`src/rtl/core/ppunpk_pkg.sv`:
```
// Shared types and constants for the packed raw pixel unpacker.
`default_nettype none

package ppunpk_pkg;

	localparam int unsigned PIXEL_COUNT_BITS_DEF = 27;
	localparam int unsigned TOTAL_W              = 27;
	localparam int unsigned CFG_DATA_W           = 27;
	localparam int unsigned CFG_INDEX_W          = 1;
	localparam int unsigned ACC_W                = 17;
	localparam int unsigned HELD_W               = 4;
	localparam int unsigned RAW10_W              = 10;
	localparam int unsigned PIXEL_W              = 12;

	localparam logic [HELD_W:0] BYTE_BITS  = 5'd8;
	localparam logic [HELD_W:0] RAW10_BITS = 5'd10;

	typedef enum logic [CFG_INDEX_W-1:0] {
		REG_UNPACK_MODE = 1'b0,
		REG_PIXEL_TOTAL = 1'b1
	} cfg_reg_t;

	typedef enum logic {
		MODE_RAW10 = 1'b0,
		MODE_RAW12 = 1'b1
	} unpack_mode_t;

	typedef enum logic [1:0] {
		PH_B0 = 2'd0,
		PH_B1 = 2'd1,
		PH_B2 = 2'd2
	} triple_phase_t;

	typedef struct packed {
		logic [7:0] data_byte;
		logic       frame_end;
	} in_item_t;

	typedef struct packed {
		logic               valid;
		in_item_t           item;
	} in_stage_t;

	typedef struct packed {
		logic [PIXEL_W-1:0] pixel_value;
		logic               last_pixel;
	} result_t;

endpackage

`default_nettype wire

```
`src/rtl/core/ppunpk_in_stage.sv`:
```
// Input register stage: holds one accepted byte until the datapath consumes it.
`default_nettype none

module ppunpk_in_stage
	import ppunpk_pkg::*;
(
	input  wire logic       clk,
	input  wire logic       arst_n,
	input  wire logic       in_valid,
	output logic            in_ready,
	input  wire logic [7:0] data_byte,
	input  wire logic       frame_end,
	input  wire logic       advance,
	output in_stage_t       stage
);

	logic     valid_s1;
	in_item_t item_s1;

	assign in_ready = !valid_s1 || advance;

	always_ff @(posedge clk or negedge arst_n) begin
		if (!arst_n) begin
			valid_s1 <= 1'b0;
		end else if (in_ready) begin
			valid_s1 <= in_valid;
		end
	end

	always_ff @(posedge clk) begin
		if (in_ready && in_valid) begin
			item_s1.data_byte <= data_byte;
			item_s1.frame_end <= frame_end;
		end
	end

	assign stage.valid = valid_s1;
	assign stage.item  = item_s1;

endmodule

`default_nettype wire

```
`src/rtl/core/ppunpk_datapath.sv`:
```
// Configuration registers, unpack state and the per-byte unpack logic.
`default_nettype none

module ppunpk_datapath
	import ppunpk_pkg::*;
#(
	parameter int unsigned PIXEL_COUNT_BITS = PIXEL_COUNT_BITS_DEF
) (
	input  wire logic                   clk,
	input  wire logic                   arst_n,
	input  wire logic                   cfg_wr_en,
	input  wire logic [CFG_INDEX_W-1:0] cfg_index,
	input  wire logic [CFG_DATA_W-1:0]  cfg_data,
	input  wire in_stage_t              stage,
	input  wire logic                   out_free,
	output logic                        advance,
	output logic                        load,
	output result_t                     result
);

	localparam int unsigned CW = PIXEL_COUNT_BITS;

	unpack_mode_t        mode_q;
	logic [TOTAL_W-1:0]  pixel_total_q;
	logic [CW-1:0]       total;

	logic [ACC_W-1:0]    acc_q, acc_d, acc_ins;
	logic [HELD_W-1:0]   held_q, held_d, held_rem;
	logic [HELD_W:0]     held_sum;
	logic [CW-1:0]       cnt_q, cnt_d, cnt_inc;
	triple_phase_t       phase_q, phase_d;
	logic [7:0]          hbyte_q, hbyte_d;
	logic                room, emit;
	logic [PIXEL_W-1:0]  pix;

	// Fit the programmed total to the counter width
	generate
		if (CW > TOTAL_W) begin : g_total_ext
			assign total = {{(CW-TOTAL_W){1'b0}}, pixel_total_q};
		end else if (CW == TOTAL_W) begin : g_total_eq
			assign total = pixel_total_q;
		end else begin : g_total_trunc
			assign total = pixel_total_q[CW-1:0];
		end
	endgenerate

	always_ff @(posedge clk or negedge arst_n) begin
		if (!arst_n) begin
			mode_q        <= MODE_RAW10;
			pixel_total_q <= '0;
		end else if (cfg_wr_en) begin
			case (cfg_reg_t'(cfg_index))
				REG_UNPACK_MODE: mode_q        <= unpack_mode_t'(cfg_data[0]);
				REG_PIXEL_TOTAL: pixel_total_q <= cfg_data[TOTAL_W-1:0];
				default:         ;
			endcase
		end
	end

	assign room     = cnt_q < total;
	assign cnt_inc  = cnt_q + 1'b1;
	assign acc_ins  = acc_q | ({{(ACC_W-8){1'b0}}, stage.item.data_byte} << held_q);
	assign held_sum = {1'b0, held_q} + BYTE_BITS;
	assign held_rem = held_sum[HELD_W-1:0] - RAW10_BITS[HELD_W-1:0];

	always_comb begin
		acc_d   = acc_q;
		held_d  = held_q;
		cnt_d   = cnt_q;
		phase_d = phase_q;
		hbyte_d = hbyte_q;
		emit    = 1'b0;
		pix     = '0;

		if (mode_q == MODE_RAW10) begin
			// Stack the byte above the held bits, drop out ten at a time
			if (room) begin
				acc_d  = acc_ins;
				held_d = held_sum[HELD_W-1:0];
				if (held_sum >= RAW10_BITS) begin
					pix    = {{(PIXEL_W-RAW10_W){1'b0}}, acc_ins[RAW10_W-1:0]};
					acc_d  = acc_ins >> RAW10_W;
					held_d = held_rem;
					emit   = 1'b1;
				end
			end
		end else begin
			case (phase_q)
				PH_B0: begin
					hbyte_d = stage.item.data_byte;
					phase_d = PH_B1;
				end
				PH_B1: begin
					if (room) begin
						pix  = {hbyte_q, stage.item.data_byte[7:4]};
						emit = 1'b1;
					end
					hbyte_d = stage.item.data_byte;
					phase_d = PH_B2;
				end
				default: begin
					if (room) begin
						pix  = {hbyte_q[3:0], stage.item.data_byte};
						emit = 1'b1;
					end
					phase_d = PH_B0;
				end
			endcase
		end

		if (emit) begin
			cnt_d = cnt_inc;
		end

		// Frame end: drop any partial bits or bytes still held
		if (stage.item.frame_end) begin
			acc_d   = '0;
			held_d  = '0;
			cnt_d   = '0;
			phase_d = PH_B0;
			hbyte_d = '0;
		end
	end

	assign advance = stage.valid && (!emit || out_free);
	assign load    = advance && emit;

	assign result.pixel_value = pix;
	assign result.last_pixel  = (cnt_inc == total);

	always_ff @(posedge clk or negedge arst_n) begin
		if (!arst_n) begin
			acc_q   <= '0;
			held_q  <= '0;
			cnt_q   <= '0;
			phase_q <= PH_B0;
			hbyte_q <= '0;
		end else if (advance) begin
			acc_q   <= acc_d;
			held_q  <= held_d;
			cnt_q   <= cnt_d;
			phase_q <= phase_d;
			hbyte_q <= hbyte_d;
		end
	end

endmodule

`default_nettype wire

```
`src/rtl/core/ppunpk_out_stage.sv`:
```
// Result register: holds one unpacked pixel until the consumer takes it.
`default_nettype none

module ppunpk_out_stage
	import ppunpk_pkg::*;
(
	input  wire logic           clk,
	input  wire logic           arst_n,
	input  wire logic           load,
	input  wire result_t        result,
	output logic                out_free,
	output logic                out_valid,
	input  wire logic           out_ready,
	output logic [PIXEL_W-1:0]  pixel_value,
	output logic                last_pixel
);

	logic    valid_s2;
	result_t result_s2;

	assign out_free = !valid_s2 || out_ready;

	always_ff @(posedge clk or negedge arst_n) begin
		if (!arst_n) begin
			valid_s2 <= 1'b0;
		end else if (out_free) begin
			valid_s2 <= load;
		end
	end

	always_ff @(posedge clk) begin
		if (load) begin
			result_s2 <= result;
		end
	end

	assign out_valid   = valid_s2;
	assign pixel_value = result_s2.pixel_value;
	assign last_pixel  = result_s2.last_pixel;

endmodule

`default_nettype wire

```
`src/rtl/core/packed_pixel_unpacker_core.sv`:
```
// Top level of the packed raw pixel unpacker (10-bit and 12-bit packing).
//
//  Port group   Kind         Signals
//  in           valid/ready  in_valid, in_ready, data_byte, frame_end
//  out          valid/ready  out_valid, out_ready, pixel_value, last_pixel
//  cfg          write only   cfg_wr_en, cfg_index, cfg_data
//
// One byte is taken per clock when the consumer keeps up; each byte yields at most one pixel.
// A pixel passes from its accepted byte through the input register,
// then the unpack logic, into the result register.
// A byte that yields a pixel waits in the input register while the result register is full.
// Reset clears configuration and all unpack state; no clearing pass is needed.
`default_nettype none

module packed_pixel_unpacker_core
	import ppunpk_pkg::*;
#(
	parameter int unsigned PIXEL_COUNT_BITS = PIXEL_COUNT_BITS_DEF
) (
	input  wire logic                   clk,
	input  wire logic                   arst_n,
	input  wire logic                   in_valid,
	output logic                        in_ready,
	input  wire logic [7:0]             data_byte,
	input  wire logic                   frame_end,
	output logic                        out_valid,
	input  wire logic                   out_ready,
	output logic [PIXEL_W-1:0]          pixel_value,
	output logic                        last_pixel,
	input  wire logic                   cfg_wr_en,
	input  wire logic [CFG_INDEX_W-1:0] cfg_index,
	input  wire logic [CFG_DATA_W-1:0]  cfg_data
);

	in_stage_t stage;
	result_t   result;
	logic      advance, load, out_free;

	ppunpk_in_stage u_in_stage (
		.clk       (clk),
		.arst_n    (arst_n),
		.in_valid  (in_valid),
		.in_ready  (in_ready),
		.data_byte (data_byte),
		.frame_end (frame_end),
		.advance   (advance),
		.stage     (stage)
	);

	ppunpk_datapath #(
		.PIXEL_COUNT_BITS (PIXEL_COUNT_BITS)
	) u_datapath (
		.clk       (clk),
		.arst_n    (arst_n),
		.cfg_wr_en (cfg_wr_en),
		.cfg_index (cfg_index),
		.cfg_data  (cfg_data),
		.stage     (stage),
		.out_free  (out_free),
		.advance   (advance),
		.load      (load),
		.result    (result)
	);

	ppunpk_out_stage u_out_stage (
		.clk         (clk),
		.arst_n      (arst_n),
		.load        (load),
		.result      (result),
		.out_free    (out_free),
		.out_valid   (out_valid),
		.out_ready   (out_ready),
		.pixel_value (pixel_value),
		.last_pixel  (last_pixel)
	);

endmodule

`default_nettype wire

```
`config.mk`:
```
export PLATFORM = sky130hd
export DESIGN_NAME = packed_pixel_unpacker_core
export DESIGN_NICKNAME = d
export VERILOG_FILES = /design/src/rtl/core/ppunpk_pkg.sv /design/src/rtl/core/ppunpk_in_stage.sv /design/src/rtl/core/ppunpk_datapath.sv /design/src/rtl/core/ppunpk_out_stage.sv /design/src/rtl/core/packed_pixel_unpacker_core.sv
export SDC_FILE = /design/constraint.sdc
export NUM_CORES = 1
export LEC_CHECK = 0
export BUFFER_PORTS_ARGS = -buffer_cell sky130_fd_sc_hd__buf_4
export CORE_MARGIN = 4
export CORE_UTILIZATION = 60
export DETAILED_ROUTE_END_ITERATION = 16
export HOLD_SLACK_MARGIN = 0.05
export PLACE_DENSITY = 0.8
export SLEW_MARGIN = 5
export SYNTH_ARGS = -nofsm -noshare
export SYNTH_HDL_FRONTEND = slang
export SYNTH_SLANG_ARGS = --single-unit
```
`constraint.sdc`:
```
create_clock -name clk -period 6.3 [get_ports clk]
set_clock_uncertainty 0.15 [all_clocks]
set_input_delay 1.575 -clock clk [delete_from_list [all_inputs] [get_ports clk]]
set_output_delay 1.575 -clock clk [all_outputs]
set_load 0.01 [all_outputs]
```
# Word level (Yosys, flattened, before mapping)
# Cells that the tools add are included.
# totals
ff_bits	110
input_bits	42
out_inout_bits	15
word_cells	72
# classes
addsub	3
order_cmp	2
n_eq_ne	3
n_shift	1
muxes	27
n_bitwise	2
n_reduce_logical	21
# op_table
operator	n
two-way mux 17 bit	4
two-way mux 27 bit	2
two-way mux 12 bit	4
adder 27 x 1 -> 27 bit, second input constant	1
== test 27 bit	1
< comparator 27 bit	1
two-way mux 8 bit	3
one-hot mux 12 bit (2 select lines)	1
bitwise OR 17 bit	1
<< shifter 8 x 4 -> 17 bit	1
two-way mux 4 bit	4
two-way mux 10 bit	1
AND reduction 2 bit	4
nonzero test 2 bit	4
AND reduction 3 bit	2
adder 4 x 4 -> 5 bit, second input constant	1
greater-or-equal comparator 5 x 4 -> 1 bit, second input constant	1
two-way mux 1 bit	5
two-way mux 2 bit	2
one-hot mux 2 bit (2 select lines)	1
subtractor 4 bit, second input constant	1
logical AND 1 bit	3
zero test 1 bit	3
logical OR 1 bit	3
5 further kinds	5

# Logic depth before layout (Yosys ltp)
# Gate-level depths: netlist of the first run.
# logic_depth
ltp_word	10
depth_mapped	11
ltp_nobuf	10

# By module
# A second synthesis of the first run with hierarchy kept.
# hier_totals
hier_cells	669
hier_area_um2	6655.1
# modules_own_cells
mod	n_inst	cells_per_inst	area_each_um2	seq_area_each_um2
ppunpk_datapath	1	639	5885.6	2127.0
ppunpk_out_stage	1	16	437.9	415.4
ppunpk_in_stage	1	14	331.6	295.3

# Least setup slack after synthesis of the first run
# No wires, ideal clock.
# synth_path
kind	input-to-output
from	input out_ready
to	output in_ready
t_arrival_ps	2289
required_time_ps	4575
setup_slack_ps	2286
stages	4
path_buffers	0
path_cell_list	nand2b_1 -> nor2_1 -> and3_1 -> inv_1
# synth_between
elab_chain_len	4
# synth_rtl
element	line_no	rtl
from (decl)	packed_pixel_unpacker_core.sv:27	input wire logic out_ready,
logical OR 1 bit	ppunpk_out_stage.sv:21	assign out_free = !valid_s2 || out_ready;
logical OR 1 bit	ppunpk_datapath.sv:125	assign advance = stage.valid && (!emit || out_free);
logical AND 1 bit	ppunpk_datapath.sv:125	
logical OR 1 bit	ppunpk_in_stage.sv:20	assign in_ready = !valid_s1 || advance;
to (decl)	packed_pixel_unpacker_core.sv:23	output logic in_ready,
# Every way passes these cells.

# Worst setup path after layout of the first run
# layout_path
from	register u_datapath.held_q[2]
to	output in_ready
# layout_between
elab_chain_len	9
# layout_rtl
element	line_no	rtl
from (decl)	ppunpk_datapath.sv:28	logic [HELD_W-1:0] held_q, held_d, held_rem;
from (signal assigned)	ppunpk_datapath.sv:140	held_q <= held_d;
adder 4 x 4 -> 5 bit	ppunpk_datapath.sv:63	assign held_sum = {1'b0, held_q} + BYTE_BITS;
greater-or-equal comparator 5 x 4 -> 1 bit	ppunpk_datapath.sv:80	if (held_sum >= RAW10_BITS) begin
two-way mux 1 bit	ppunpk_datapath.sv:80	
two-way mux 1 bit	ppunpk_datapath.sv:77	if (room) begin
two-way mux 1 bit	ppunpk_datapath.sv:75	if (mode_q == MODE_RAW10) begin
zero test 1 bit	ppunpk_datapath.sv:125	
logical OR 1 bit	ppunpk_datapath.sv:125	
logical AND 1 bit	ppunpk_datapath.sv:125	
logical OR 1 bit	ppunpk_in_stage.sv:20	
# Every way passes these cells.

==> flow_metrics.env, run 1 <==
export IMPL_cts_resized=0
export IMPL_die_w_um=114
export IMPL_ioPinCount=57
export IMPL_drtAntennaViolNets=0
export IMPL_avgSynthCellArea_sq_um=9.85
export IMPL_synthMostInstantiatedCell="dfrtp_1"
export IMPL_core_area_sq_mm=0.0109
export IMPL_antenna_found_initial=0
export IMPL_crit_path_cell_trace="clkinv_1 -> ha_1 -> ha_1 -> o31ai_4 -> o21ai_0 -> nor2_1 -> and3_1 -> inv_1 -> buf_4"
export IMPL_setup_viol=0
export IMPL_rsz0062_at_grt="false"
export IMPL_ir_drop_v=0.000203
export IMPL_fmax_mhz=210
export IMPL_synth_edf_count=22
export IMPL_relSlewSlack_pct=22.6
export IMPL_wl_um=15700
export IMPL_crit_family="flip-flops"
export IMPL_port_buffers=56
export IMPL_start_util_pct=61.6
export IMPL_slew_violations=0
export IMPL_synth_area_leader_cell="dfrtp_1"
export IMPL_worst_pin_slew_ps=1160
export IMPL_final_area_sq_mm=0.00734
export IMPL_cp_arrival_ps=3030
export IMPL_fill_cells=831
export IMPL_cp_required_ps=4580
export IMPL_place_area_sq_mm=0.00717
export IMPL_crit_buf_inv=3
export IMPL_first_global_vias=5303
export IMPL_cts_buffers=9
export IMPL_yosys_warnings=0
export IMPL_dp_hpwl_um=11200
export IMPL_worstSkewPairLatency_ps=390
export IMPL_fin_tns_setup_ps=0
export IMPL_cts_buffer_depth=2
export IMPL_num_vias=5493
export IMPL_finalCriticalPeriod_ps=4750
export IMPL_synth_cell_types=73
export IMPL_leakage_uw=0.00328
export IMPL_synth_common_cells="87 x dfrtp_1, 65 x nor2_1, 36 x inv_1, 36 x nand2_1, 35 x a21oi_1"
export IMPL_hp_class="reg -> reg"
export IMPL_routedWlPerCell_um=18.3
export IMPL_synthTopCellsByArea="dfrtp_1 32%, edfxtp_1 9.8%, ha_1 5.6%"
export IMPL_path_class="reg -> out"
export IMPL_grt_start_max_net_pins=48
export IMPL_cts_sinks=109
export IMPL_path_max_fanout=15
export IMPL_slowest_stage="dfrtp_1"
export IMPL_post_cts_buffers=0
export IMPL_via_per_inst=6.39
export IMPL_ctsHoldBuffers=0
export IMPL_synth_seq_area_share_pct=42.3
export IMPL_ys_ff_latch=109
export IMPL_yosysTopAreaCellShare_pct=32.5
export IMPL_die_area_sq_mm=0.0129
export IMPL_ctsHtreeMaxLevel=3
export IMPL_rows=38
export IMPL_grt_pass1_wl_um=26200
export IMPL_syn_nets=753
export IMPL_critPathMaxStageDelay_ps=640
export IMPL_power_density_mw_per_mm2=313
export IMPL_drive_gt1_share_pct=18.1
export IMPL_dr_pass1_iters=6
export IMPL_track_usage_pct=25.4
export IMPL_outcome="completed"
export IMPL_drv_cap=0
export IMPL_tritoncts="done"
export IMPL_multi_input_area_sq_mm=0.00357
export IMPL_holdWs_ps=358
export IMPL_syn_area_sq_mm=0.00671
export IMPL_layout_nets=786
export IMPL_die_h_um=114
export IMPL_antennaDiodeCount=0
export IMPL_start_kind="register"
export IMPL_cp_end_kind="output pin"
export IMPL_regArea_sq_mm=0.00284
export IMPL_synthCells=681
export IMPL_hold_viol=0
export IMPL_gp_congestion=0.903
export IMPL_syn2layout_area_growth_pct=9.46
export IMPL_fin_crit_sh_pct=75.5
export IMPL_cts_root_buffer="clkbuf_8"
export IMPL_grt_overflow=0
export IMPL_drtIter0Drc=553
export IMPL_path_common_cell="ha_1"
export IMPL_route_detailed_drc=0
export IMPL_clk_pin_slew_ps=100
export IMPL_synth_ff_type="dfrtp_1"
export IMPL_async_reset_ff_share_pct=79.8
area by class of cell:
| class | count | area share, % |
|---|---|---|
| Sequential cell | 109 | 38.6 |
| Timing Repair Buffer | 59 | 6.03 |
| Tap cell | 140 | 2.39 |
| Multi-Input combinational cell | 496 | 48.6 |
| Clock inverter | 1 | 0.102 |
| Inverter | 39 | 1.99 |
| Clock buffer | 15 | 2.27 |
per-layer routing:
metal | part of all wire, % | global-route usage, % | vias up
met5 | 0 | 0 | -
met1 | 46 | 36.0 | 2675
met3 | 7.7 | 7.59 | 37
li1 | - | - | 2575
met4 | 1.9 | 7.93 | 0
met2 | 45 | 37.8 | 206
sequential cells by signal, indices dropped and copies added (netlist names):
name                      count
u_in_stage.valid_s1           1
u_out_stage.last_pixel        1
u_in_stage.stage              9
u_datapath.pixel_total_q     27
u_datapath.held_q             3
u_out_stage.pixel_value      12
u_datapath.hbyte_q            8
u_datapath.cnt_q             27
u_datapath.mode_q             1
u_datapath.phase_q            2
u_out_stage.out_valid         1
u_datapath.acc_q             17
cells by family after synthesis:
family | synth area share [%]
fa+ha+maj | 5.59
simple gates | 17.2
flops | 42.3
buf+inv | 4.57
compound gates | 19.1
mux | 6.08
xor+xnor | 5.22
layout by cell type (no fill, tap or decap), types with 8 or more instances in the layout:
cell,n
nand3_1,14
xor2_1,8
a22oi_1,11
ha_1,30
o21ai_0,27
a21oi_1,35
a31oi_1,13
buf_4,59
dfrtp_1,87
nor2b_1,10
nor2_1,64
a221o_1,20
and3_1,24
nand4_1,18
nand2_1,36
inv_1,36
edfxtp_1,22
clkbuf_8,11
xnor2_1,32
o22ai_1,12
nor3_1,13
mux2_2,30
metrics by stage:
stage	instances	worst slack [ps]	power, uW	utilization [%]
after CTS	859	1620	2290	67.4
after global routing	859	1350	2450	67.4
after detailed placement	843	1930	1900	65.8
final	859	1550	2300	67.4
after floorplan	681	2290	1630	-
after global placement	843	1950	1870	65.8
final timing paths:
kind / startpoint / to / slack (ps) / cells past startpoint
worst max-delay path: u_datapath.held_q[2] / in_ready / 1550 / 9
worst min-delay path: u_datapath.acc_q[5] / u_datapath.acc_q[5] / 360 / 1
worst max register to register: u_datapath.cnt_q[2] / u_datapath.acc_q[11] / 2560 / 8
worst min register to register: u_datapath.acc_q[5] / u_datapath.acc_q[5] / 360 / 1
max in group asynchronous: arst_n / u_datapath.acc_q[11] / 3960 / 2
min in group asynchronous: arst_n / u_datapath.cnt_q[12] / 1010 / 1
power breakdown:
| group | total (uW) | internal (uW) | switching [uW] | leakage [uW] |
|---|---|---|---|---|
| clock | 393 | 167 | 227 | 0.0000840 |
| sequential | 1030 | 881 | 150 | 0.00134 |
| combinational | 872 | 357 | 515 | 0.00186 |
No activity file was read; power rests on OpenSTA's default activity.
==> inputs of run 2 (changes only) <==
- CORE_UTILIZATION: 60 -> 55
- PLACE_DENSITY: 0.8 -> 0.77
- clock period: 6.3 -> 4.2 ns (I/O delays scaled with it)
==> flow_metrics.env, run 2 (synthesis gave the netlist of run 1 again) <==
export IMPL_outcome="completed"
export IMPL_start_util_pct=56.1
export IMPL_p_comb_share_pct=37.3
export IMPL_crit_path_cell_trace="inv_2 -> ha_1 -> ha_1 -> o31ai_4 -> o21ai_0 -> nor2_1 -> and3_1 -> inv_1 -> buf_4"
export IMPL_crit_buf_inv=3
export IMPL_route_detailed_drc=0
export IMPL_cts_buffers=9
export IMPL_grt_start_max_net_pins=44
export IMPL_power_switching_uw=1430
export IMPL_dp_hpwl_um=12100
export IMPL_layout_nets=795
export IMPL_die_h_um=118
export IMPL_path_common_cell="ha_1"
export IMPL_cts_buffer_depth=2
export IMPL_syn2layout_area_growth_pct=12.4
export IMPL_path_class="reg -> out"
export IMPL_slowest_stage="dfrtp_1"
export IMPL_antennaDiodeCount=0
export IMPL_rrSetupSlack_ps=700
export IMPL_grt_util_met1_pct=35.5
export IMPL_die_w_um=118
export IMPL_ctsHoldBuffers=0
export IMPL_holdWs_ps=352
export IMPL_use_met3_pct=5.50
export IMPL_cp_required_ps=3000
export IMPL_swShare_pct=37.8
export IMPL_drv_cap=0
export IMPL_drtAntennaViolNets=0
export IMPL_clkPwrFrac_pct=22.9
export IMPL_antenna_found_initial=0
export IMPL_grt_overflow=0
export IMPL_drtIter0Drc=492
export IMPL_rows=40
export IMPL_drive_gt1_share_pct=19.4
export IMPL_leakage_uw=0.00339
export IMPL_ctsHtreeMaxLevel=3
export IMPL_cp_arrival_ps=2770
export IMPL_gp_congestion=0.894
export IMPL_die_area_sq_mm=0.0140
export IMPL_core_area_sq_mm=0.0120
export IMPL_dr_pass1_iters=5
export IMPL_cp_end_kind="output pin"
export IMPL_top_regs="u_datapath.cnt_q (27), u_datapath.pixel_total_q (27), u_datapath.acc_q (17)"
export IMPL_cts_root_buffer="clkbuf_16"
export IMPL_fin_crit_sh_pct=94.4
export IMPL_sequentialPowerShare_pct=39.8
export IMPL_via_per_inst=6.30
export IMPL_power_density_mw_per_mm2=503
export IMPL_relSlewSlack_pct=40.3
export IMPL_rsz0062_at_grt="false"
export IMPL_start_kind="register"
export IMPL_slew_violations=0
export IMPL_track_usage_pct=24.9
export IMPL_path_max_fanout=15
export IMPL_ir_drop_v=0.000312
export IMPL_top_usage_layer="met2"
export IMPL_tritoncts="done"
export IMPL_fmax_mhz=252
export IMPL_finalCriticalPeriod_ps=3970
export IMPL_worst_pin_slew_ps=892
export IMPL_first_global_vias=5427
export IMPL_hold_viol=0
export IMPL_grt_pass1_wl_um=28100
export IMPL_crit_family="flip-flops"
export IMPL_ioPinCount=57
export IMPL_use_met2_pct=38.5
export IMPL_cts_sinks=109
export IMPL_cts_resized=0
export IMPL_layout_common_cells="87 x dfrtp_1, 68 x buf_4, 64 x nor2_1, 36 x inv_1, 36 x nand2_1"
export IMPL_mostFrequentLayoutCell="dfrtp_1"
export IMPL_critPathMaxStageDelay_ps=680
export IMPL_routedWlPerCell_um=19.1
export IMPL_num_vias=5516
export IMPL_hp_class="reg -> reg"
export IMPL_worstSkewPairLatency_ps=360
export IMPL_p_int_uw=2360
export IMPL_clk_pin_slew_ps=70
export IMPL_setup_viol=0
export IMPL_port_buffers=56
export IMPL_post_cts_buffers=0
export IMPL_fin_tns_setup_ps=0
export IMPL_wl_um=16800
## run 2: cell type report
type                    instances  area [sq um]
clock buffers                  12           246
clock inverters                 4          48.8
fillers                       990          4420
inverters                      39           146
multi-input cells             496          3570
flip-flops and latches        109          2840
well taps                     147           184
repair buffers                 68           510
## run 2: power by group through the flow
stage	Combinational (uW)	Clock [uW]	Sequential, uW
finish	1420	870	1510
global route	1560	928	1540
CTS	1400	887	1510
detailed placement	1390	0	1530
global placement	1350	0	1510
floorplan	970	0	1480
## run 2: metrics by stage
step	area, sq um	total power (uW)	utilization (%)	cells	setup WS, ps
after floorplan	6710	2450	-	681	1030
after detailed placement	7250	2920	60.6	859	635
after global placement	7250	2870	60.6	859	709
final	7540	3800	63.0	875	235
after global routing	7540	4020	63.0	875	79.4
after CTS	7540	3790	63.0	875	250
## run 2: path summary, 6_finish.rpt
kind | start | to | cells after the start
hold / removal | u_datapath.hbyte_q[6] | u_datapath.hbyte_q[6] | 1
max in group asynchronous | arst_n | u_datapath.cnt_q[25] | 2
hold reg to reg | u_datapath.hbyte_q[6] | u_datapath.hbyte_q[6] | 1
setup / recovery | u_datapath.held_q[1] | in_ready | 9
min in group asynchronous | arst_n | u_datapath.hbyte_q[1] | 1
setup reg to reg | u_datapath.cnt_q[2] | u_datapath.cnt_q[23] | 10
## run 2: worst register-to-register path: cells and delay by family, from the launching register on
| kind | cells | cell delay, ps |
|---|---|---|
| AOI/OAI and AO/OA | 6 | 1420 |
| adders and majority gates | 1 | 370 |
| buffers and inverters | 2 | 510 |
| DFF | 1 | 490 |
| and+or+nand+nor | 1 | 440 |
## run 2: routing by layer
layer / share of wire, % / vias up
met3: 6.3 / 26
met2: 46 / 200
met1: 47 / 2680
met4: 1.3 / 0
li1: - / 2610
met5: 0 / -
==> inputs of run 3 (changes only) <==
- CORE_UTILIZATION: 55 -> 50
- PLACE_DENSITY: 0.77 -> 0.71
==> flow_metrics.env, run 3 (synthesis gave the netlist of run 1 again) <==
export IMPL_die_w_um=124
export IMPL_sequentialPowerShare_pct=40.6
export IMPL_crit_path_cell_trace="inv_2 -> ha_1 -> ha_1 -> o31ai_4 -> o21ai_0 -> nor2_1 -> and3_1 -> inv_1 -> buf_4"
export IMPL_cp_arrival_ps=2760
export IMPL_ctsHoldBuffers=0
export IMPL_start_kind="register"
export IMPL_ctsHtreeMaxLevel=3
export IMPL_start_util_pct=50.9
export IMPL_dp_hpwl_um=12500
export IMPL_antenna_found_initial=0
export IMPL_gp_congestion=0.943
export IMPL_swShare_pct=38.6
export IMPL_power_density_mw_per_mm2=493
export IMPL_layout_common_cells="87 x dfrtp_1, 68 x buf_4, 64 x nor2_1, 36 x inv_1, 36 x nand2_1"
export IMPL_grt_start_max_net_pins=43
export IMPL_drive_gt1_share_pct=19.2
export IMPL_drv_cap=0
export IMPL_rows=42
export IMPL_fmax_mhz=252
export IMPL_grt_overflow=0
export IMPL_hold_viol=0
export IMPL_slowest_stage="dfrtp_1"
export IMPL_fin_tns_setup_ps=0
export IMPL_first_global_vias=5183
export IMPL_top_regs="u_datapath.cnt_q (27), u_datapath.pixel_total_q (27), u_datapath.acc_q (17)"
export IMPL_port_buffers=56
export IMPL_cts_buffer_depth=2
export IMPL_clkPwrFrac_pct=21.6
export IMPL_antennaDiodeCount=0
export IMPL_route_detailed_drc=0
export IMPL_ioPinCount=57
export IMPL_via_per_inst=6.12
export IMPL_crit_buf_inv=3
export IMPL_layout_nets=795
export IMPL_final_area_sq_mm=0.00755
export IMPL_die_area_sq_mm=0.0153
export IMPL_die_h_um=124
export IMPL_critPathMaxStageDelay_ps=660
export IMPL_drtIter0Drc=615
export IMPL_hp_class="reg -> reg"
export IMPL_path_max_fanout=15
export IMPL_holdWs_ps=354
export IMPL_clk_pin_slew_ps=70
export IMPL_core_area_sq_mm=0.0132
export IMPL_fin_crit_sh_pct=94.3
export IMPL_p_comb_share_pct=37.8
export IMPL_finalCriticalPeriod_ps=3960
export IMPL_grt_pass1_wl_um=27300
export IMPL_mostFrequentLayoutCell="dfrtp_1"
export IMPL_path_common_cell="ha_1"
export IMPL_outcome="completed"
export IMPL_leakage_uw=0.00337
export IMPL_place_area_sq_mm=0.00728
export IMPL_syn2layout_area_growth_pct=12.5
export IMPL_slew_violations=0
export IMPL_num_vias=5534
export IMPL_fill_cells=1151
export IMPL_cts_buffers=9
export IMPL_cp_required_ps=3000
export IMPL_rsz0062_at_grt="false"
export IMPL_cts_root_buffer="clkbuf_16"
export IMPL_post_cts_buffers=0
export IMPL_power_uw=3720
export IMPL_tritoncts="done"
export IMPL_track_usage_pct=23.2
export IMPL_cts_resized=0
export IMPL_dr_pass1_iters=5
export IMPL_power_switching_uw=1440
export IMPL_cts_sinks=109
export IMPL_relSlewSlack_pct=40.4
export IMPL_path_class="reg -> out"
export IMPL_setup_viol=0
export IMPL_drtAntennaViolNets=0
export IMPL_wl_um=17100
export IMPL_worst_pin_slew_ps=891
export IMPL_routedWlPerCell_um=19.0
export IMPL_worstSkewPairLatency_ps=360
export IMPL_crit_family="flip-flops"
export IMPL_ir_drop_v=0.000227
export IMPL_cp_end_kind="output pin"
export IMPL_p_int_uw=2290
==> run 3: final timing paths <==
| check | startpoint | endpoint | slack, ps | depth (start not counted) |
|---|---|---|---|---|
| worst max-delay path | u_datapath.held_q[1] | in_ready | 240 | 9 |
| worst min-delay path | u_datapath.hbyte_q[6] | u_datapath.hbyte_q[6] | 350 | 1 |
| worst max register to register | u_datapath.cnt_q[2] | u_datapath.cnt_q[20] | 720 | 10 |
| worst min register to register | u_datapath.hbyte_q[6] | u_datapath.hbyte_q[6] | 350 | 1 |
| max in group asynchronous | arst_n | u_datapath.cnt_q[20] | 2600 | 2 |
| min in group asynchronous | arst_n | u_datapath.hbyte_q[5] | 520 | 1 |
==> run 3: worst register-to-register path, stage by stage, from the launching register on <==
cell,delay (ps)
dfrtp_1,490
ha_1,360
a21oi_1,190
a2111oi_2,110
a2111oi_4,450
o211ai_4,210
or3_4,440
inv_2,260
a21oi_2,50
buf_4,260
a221o_1,390
==> run 3: power groups by stage <==
stage / clock, uW / combinational (uW) / sequential [uW]
finish: 803 / 1410 / 1510
floorplan: 0 / 970 / 1480
CTS: 817 / 1390 / 1500
detailed placement: 0 / 1390 / 1520
global route: 867 / 1550 / 1540
global placement: 0 / 1370 / 1520
==> run 3: routing by layer <==
| metal | vias up | global-route usage, % | routed length (um) |
|---|---|---|---|
| li1 | 2617 | - | - |
| met1 | 2715 | 35.0 | 8270 |
| met2 | 182 | 34.3 | 7640 |
| met3 | 20 | 3.77 | 991 |
| met4 | 0 | 6.51 | 246 |
| met5 | - | 0 | 0 |
==> run 3: cell type report <==
cell class	instances	area [sq um]	share of cell area, %
Multi-Input combinational cell	496	3570	47.2
Sequential cell	109	2840	37.6
Timing Repair Buffer	68	510	6.76
Clock buffer	10	229	3.03
Tap cell	176	220	2.92
Inverter	39	146	1.94
Clock inverter	6	38.8	0.514
==> run 3: metrics by stage <==
| stage | instances | utilization, % | worst slack [ps] |
|---|---|---|---|
| final | 904 | 57.2 | 238 |
| after global placement | 888 | 55.2 | 686 |
| after CTS | 904 | 57.2 | 264 |
| after global routing | 904 | 57.2 | 10.4 |
| after detailed placement | 888 | 55.2 | 647 |
| after floorplan | 681 | - | 1030 |
